File: src/hedf_pkg.sv
// shared types, constants, microcode encoding and helper functions for the half-edge flip core
package hedf_pkg;

    localparam int MAX_TRIANGLES = 4096;
    localparam int TABLE_DEPTH   = 3 * MAX_TRIANGLES;
    localparam int ENTRY_W       = 14;
    localparam int TRI_W         = 12;
    localparam int CNT_W         = 13;
    localparam int QUO_W         = 13;
    localparam int STEP_W        = 5;

    // x / 3 as (x * DIV3_MUL) >> DIV3_SHIFT, exact for every 14-bit x
    localparam int DIV3_MUL   = 21846;
    localparam int DIV3_SHIFT = 16;
    localparam int PROD_W     = ENTRY_W + 15;

    localparam logic [1:0] FN_WRITE = 2'd0;
    localparam logic [1:0] FN_READ  = 2'd1;
    localparam logic [1:0] FN_FLIP  = 2'd2;

    localparam logic [1:0] ST_DONE  = 2'd0;
    localparam logic [1:0] ST_SELF  = 2'd1;
    localparam logic [1:0] ST_DEGEN = 2'd2;
    localparam logic [1:0] ST_RANGE = 2'd3;

    typedef struct packed {
        logic [1:0]         func;
        logic [ENTRY_W-1:0] entry_index;
        logic [ENTRY_W-1:0] entry_value;
        logic [TRI_W-1:0]   flip_triangle;
        logic [1:0]         flip_slot;
    } t_in_item;

    typedef struct packed {
        logic [ENTRY_W-1:0] read_value;
        logic [1:0]         status;
    } t_out_item;

    typedef logic [STEP_W-1:0] t_step;

    // microprogram addresses
    localparam t_step S_IDLE = 5'd0;
    localparam t_step S_WR   = 5'd1;
    localparam t_step S_RD0  = 5'd2;
    localparam t_step S_RD1  = 5'd3;
    localparam t_step S_F0   = 5'd4;
    localparam t_step S_F1   = 5'd5;
    localparam t_step S_F2   = 5'd6;
    localparam t_step S_F3   = 5'd7;
    localparam t_step S_F4   = 5'd8;
    localparam t_step S_F5   = 5'd9;
    localparam t_step S_F6   = 5'd10;
    localparam t_step S_F7   = 5'd11;
    localparam t_step S_F8   = 5'd12;
    localparam t_step S_F9   = 5'd13;
    localparam t_step S_F10  = 5'd14;
    localparam t_step S_F11  = 5'd15;
    localparam t_step S_F12  = 5'd16;
    localparam t_step S_F13  = 5'd17;
    localparam t_step S_F14  = 5'd18;
    localparam t_step S_F15  = 5'd19;
    localparam t_step S_OUT  = 5'd20;

    typedef enum logic [2:0] {
        TS_NONE, TS_IDX, TS_AK, TS_B, TS_ORANGE, TS_ODEGEN
    } t_test;

    typedef enum logic [2:0] {
        CL_NONE, CL_ADDR, CL_DIVB, CL_REM, CL_NEXTB, CL_DIVO
    } t_calc;

    typedef enum logic [2:0] {
        CP_NONE, CP_HB, CP_O01, CP_O23, CP_RV
    } t_cap;

    typedef enum logic [1:0] {
        RA_IDX, RA_H, RA_HA1, RA_HB1
    } t_rda;

    typedef enum logic {
        RB_HA2, RB_HB2
    } t_rdb;

    typedef enum logic [2:0] {
        WR_NONE, WR_IDX_VAL, WR_H_O2, WR_O2_H, WR_HA1_HB1, WR_HB1_HA1, WR_HB_O0, WR_O0_HB
    } t_wr;

    typedef enum logic [1:0] {
        SQ_NEXT, SQ_GOTO, SQ_DISPATCH, SQ_EMIT
    } t_seq;

    typedef struct packed {
        t_test test;
        t_calc calc;
        t_cap  cap;
        logic  rd_en;
        t_rda  rda;
        t_rdb  rdb;
        t_wr   wr;
        t_seq  seq;
        t_step target;
    } t_uword;

    localparam t_uword UW_NOP = '{
        test: TS_NONE, calc: CL_NONE, cap: CP_NONE, rd_en: 1'b0,
        rda: RA_IDX, rdb: RB_HA2, wr: WR_NONE, seq: SQ_NEXT, target: S_IDLE
    };

    function automatic logic [QUO_W-1:0] div3(input logic [ENTRY_W-1:0] x);
        logic [PROD_W-1:0] p;
        p = PROD_W'(x) * PROD_W'(DIV3_MUL);
        return p[DIV3_SHIFT +: QUO_W];
    endfunction

    function automatic logic [1:0] slot_plus1(input logic [1:0] k);
        case (k)
            2'd0:    return 2'd1;
            2'd1:    return 2'd2;
            default: return 2'd0;
        endcase
    endfunction

    function automatic logic [1:0] slot_plus2(input logic [1:0] k);
        case (k)
            2'd0:    return 2'd2;
            2'd1:    return 2'd0;
            default: return 2'd1;
        endcase
    endfunction

    function automatic t_step dispatch(input logic [1:0] func);
        case (func)
            FN_WRITE: return S_WR;
            FN_READ:  return S_RD0;
            FN_FLIP:  return S_F0;
            default:  return S_OUT;
        endcase
    endfunction

endpackage

File: src/hedf_rom.sv
// microprogram store: one control word per sequencer step
module hedf_rom (
    input  hedf_pkg::t_step  i_step,
    output hedf_pkg::t_uword o_word
);
    import hedf_pkg::*;

    always_comb begin
        o_word = UW_NOP;
        case (i_step)
            S_IDLE: begin
                o_word.seq = SQ_DISPATCH;
            end
            S_WR: begin
                o_word.test   = TS_IDX;
                o_word.wr     = WR_IDX_VAL;
                o_word.seq    = SQ_GOTO;
                o_word.target = S_OUT;
            end
            S_RD0: begin
                o_word.test  = TS_IDX;
                o_word.rd_en = 1'b1;
                o_word.rda   = RA_IDX;
            end
            S_RD1: begin
                o_word.cap    = CP_RV;
                o_word.seq    = SQ_GOTO;
                o_word.target = S_OUT;
            end
            S_F0: begin
                o_word.test = TS_AK;
                o_word.calc = CL_ADDR;
            end
            S_F1: begin
                o_word.rd_en = 1'b1;
                o_word.rda   = RA_H;
            end
            S_F2: begin
                o_word.cap   = CP_HB;
                o_word.rd_en = 1'b1;
                o_word.rda   = RA_HA1;
                o_word.rdb   = RB_HA2;
            end
            S_F3: begin
                o_word.cap  = CP_O01;
                o_word.calc = CL_DIVB;
            end
            S_F4: begin
                o_word.calc = CL_REM;
            end
            S_F5: begin
                o_word.test = TS_B;
                o_word.calc = CL_NEXTB;
            end
            S_F6: begin
                o_word.rd_en = 1'b1;
                o_word.rda   = RA_HB1;
                o_word.rdb   = RB_HB2;
            end
            S_F7: begin
                o_word.cap = CP_O23;
            end
            S_F8: begin
                o_word.calc = CL_DIVO;
            end
            S_F9: begin
                o_word.test = TS_ORANGE;
            end
            S_F10: begin
                o_word.test = TS_ODEGEN;
                o_word.wr   = WR_H_O2;
            end
            S_F11: begin
                o_word.wr = WR_O2_H;
            end
            S_F12: begin
                o_word.wr = WR_HA1_HB1;
            end
            S_F13: begin
                o_word.wr = WR_HB1_HA1;
            end
            S_F14: begin
                o_word.wr = WR_HB_O0;
            end
            S_F15: begin
                o_word.wr     = WR_O0_HB;
                o_word.seq    = SQ_GOTO;
                o_word.target = S_OUT;
            end
            S_OUT: begin
                o_word.seq = SQ_EMIT;
            end
            default: begin
                o_word.seq    = SQ_GOTO;
                o_word.target = S_IDLE;
            end
        endcase
    end

endmodule

File: config.mk
export PLATFORM = sky130hd
export DESIGN_NAME = hedf_rom
export DESIGN_NICKNAME = d
export VERILOG_FILES = /design/src/hedf_pkg.sv /design/src/hedf_rom.sv
export SDC_FILE = /design/constraint.sdc
export NUM_CORES = 1
export LEC_CHECK = 0
export BUFFER_PORTS_ARGS = -buffer_cell sky130_fd_sc_hd__buf_2
export CAP_MARGIN = 5
export CORE_AREA = 2 2 39 41
export DETAILED_ROUTE_END_ITERATION = 12
export DIE_AREA = 0 0 41 43
export GPL_TIMING_DRIVEN = 1
export SLEW_MARGIN = 20
export SYNTH_ARGS = -nofsm -noshare
export SYNTH_HDL_FRONTEND = slang
export SYNTH_SLANG_ARGS = --single-unit
File: constraint.sdc
create_clock -name vclk -period 0.9
set_input_delay 0.045 -clock vclk [all_inputs]
set_output_delay 0.045 -clock vclk [all_outputs]
set_load 0.02 [all_outputs]
* Word level (Yosys, flattened, before mapping)
Cells that the tools add are included. W data, S select, Z words.
Cells by class: add/sub/neg operators 0, $mul 0, div/mod/pow operators 0, order comparisons 0, eq/ne operators 20, shift operators 0, multiplexer cells 8, bitwise operators 0, reduce and logical (&&, ||, !) cells 4
Operators by type and width (number):
- $eq A5 B4 Y1 const B | 8
- $pmux W3 S5 | 2
- $eq A5 B5 Y1 const B | 5
- $pmux W3 S4 | 2
- $pmux W3 S7 | 1
- $eq A5 B3 Y1 const B | 4
- $reduce_or A16 Y1 | 1
- $eq A5 B2 Y1 const B | 2
- $pmux W2 S3 | 1
- $eq A5 B1 Y1 const B | 1
- $logic_not A5 Y1 | 1
- $mux W5 | 1
- $reduce_or A3 Y1 | 1
- $reduce_or A2 Y1 | 1
- $mux W1 | 1
Storage, ports and cells: register bits 0, latch bits 0, RAM bits 0, bits in read-only memories 0, input bits 5, memories 0

* Longest topological paths before layout
depth in word-level cells 3, mapped depth 4

* Worst setup path after synthesis
Ideal clock, no wire load.
path kind input port to output port, start point input port i_step[4], end point output port o_word[5] (netlist bit), data arrival time 1216 ps, slack -361 ps, stages on the path 3, buffers on the path 1, path through clkbuf_2 > a2111oi_2 > nand2b_1
RTL lines:
- from (decl) | RTL line hedf_rom.sv:3 | input hedf_pkg::t_step i_step,
- to (decl) | RTL line hedf_rom.sv:4 | output hedf_pkg::t_uword o_word

==> reports/metrics.yaml <==
n_antenna_cell: 0
syn2layout_area_growth_pct: 119
min_path_type: "in2out"
cp.arrival_ns: 0.85
yosysSeqAreaShare_pct: 0
start_util_pct: 24.9
drc: 0
crit_fanout: 4
ir_drop_uv: 256
firstDrtPassIters: 3
outcome: "finished, final reports clean"
finalHoldViolCount: 0
power.density_mw_per_mm2: 487
p_leak_nw: 0.370
post-route-util_pct: 54.4
post_cts_buffers: 0
regArea_um2: 0
setup_viol: 0
max_freq_ghz: 1.12
hpwl_um: 907
grt_start_max_net_pins: 10
design.seq.count: 0
die-width_um: 41
die_area_mm2: 0.00176
critPathCaptureType: "primary output"
netlist_area_um2: 344
drtIter0Drc: 12
startpoint_type: "input pin"
grt_first_pass_wirelength_mm: 1.70
place_congestion: 0.750
yosys_warnings: 0
grt_setup_unrepaired: "yes"
numPortBuffers: 25
wl_per_cell_um: 10.5
final_nets: 98
fillerInstances: 140
ios: 28
cap_violations: 0
grt_pass1_vias: 407
p_total_mw: 0.367
worst-endpoint-required_ns: 0.85
finalCritPeriodShare_pct: 99.3
die_h_um: 43
final_cell_mix: "19 x buf_4, 15 x buf_2, 5 x a21oi_1, 5 x buf_6, 4 x nand2_1"
wirelength_mm: 1.12
vias: 498
track_usage_pct: 12.8
multi_input_area_um2: 355
postRouteAntennaNets: 0
drv_slew: 0
min_path_cells: 3
synthTopCellsByArea: "buf_4 15%, a21oi_1 8.7%, nor4_1 5.5%"
nClkBuffers: 0
std_cell_rows: 14
synth_top_cell_by_area: "buf_4"
final_common_cell: "buf_4"
grt_overflow: 0
antenna_found_initial: 0
synth.top_cell.area_share_pct: 15.3
critPathKind: "in2out"
ys_types: 29
vias_per_cell: 4.65
fp.coreArea_mm2: 0.00138
syn_area_per_cell_um2: 6.37
fin_crit_ns: 0.894
drive_gt1_share_pct: 69.2
postSynthCellCount: 54
## where the power goes
part           leakage, nW  internal (mW)  switching (mW)
logic                0.370          0.182           0.185
clock network            0              0               0
registers                0              0               0
## cell type report
cell class                 instances  share of cell area (%)
tap                               16                    2.66
timing repair buffer              44                    47.7
multi-input combinational         44                    47.2
inverter                           3                    2.49
## worst paths after layout
check      start         end
max    i_step[0]  o_word[20]
min    i_step[2]   o_word[4]
## cell usage after synthesis
cell type / n
buf_4: 7
a21oi_1: 6
nand2_1: 4
nand3_1: 3
nor2_1: 3
nor3_1: 3
nor4_1: 3
inv_2: 2
nand2b_1: 2
o21ai_0: 2
a2111oi_2: 1
buf_1: 1
clkbuf_2: 1
conb_1: 1
inv_1: 1
mux2i_1: 1
nand2_2: 1
nand2b_4: 1
nor2b_1: 1
nor2b_2: 1
nor2b_4: 1
nor3_2: 1
nor3b_1: 1
nor4b_1: 1
o32a_1: 1
or2_1: 1
or3_1: 1
xnor2_1: 1
xor2_1: 1
## worst max-delay path: stages
cell and delay, ns:
buf_8 0.10, nand2b_4 0.13, o32a_1 0.35, nor2_2 0.10, buf_6 0.12
## timing repair
action	4_1_cts	5_1_grt
hold buffers	0	0
endpoints found under the setup margin	17	5
pin swaps	4	3
gates cloned	0	0
resized for setup	27	6
## kinds of logic after synthesis
kind of cell,count (synthesis),synth area share [%]
other,1,1.09
buffers and inverters,12,21.1
and+or+nand+nor,28,50.9
xor gates and xnor gates,2,5.09
muxes,1,2.91
AOI/OAI and AO/OA,10,18.9
## per-layer routing
layer	up-vias	track usage [%]	wire length (um)
li1	258	-	-
met1	222	17.1	483
met2	18	22.8	563
met3	0	0.524	74
met4	0	0	0
met5	-	0	0
## through the flow
stage               setup TNS [ns]  worst slack [ns]  cells  cell area (um2)  hold WS (ns)
floorplan                   -0.968            -0.148     56              414         0.123
global placement            -0.907           -0.0970    107              628         0.508
detailed placement           -1.01            -0.120    107              628         0.506
CTS                        -0.0346           -0.0219    107              727         0.395
global route               -0.0717           -0.0364    107              753         0.409
finish                           0           0.00598    107              753         0.394
(Power assumes the default switching activity.)
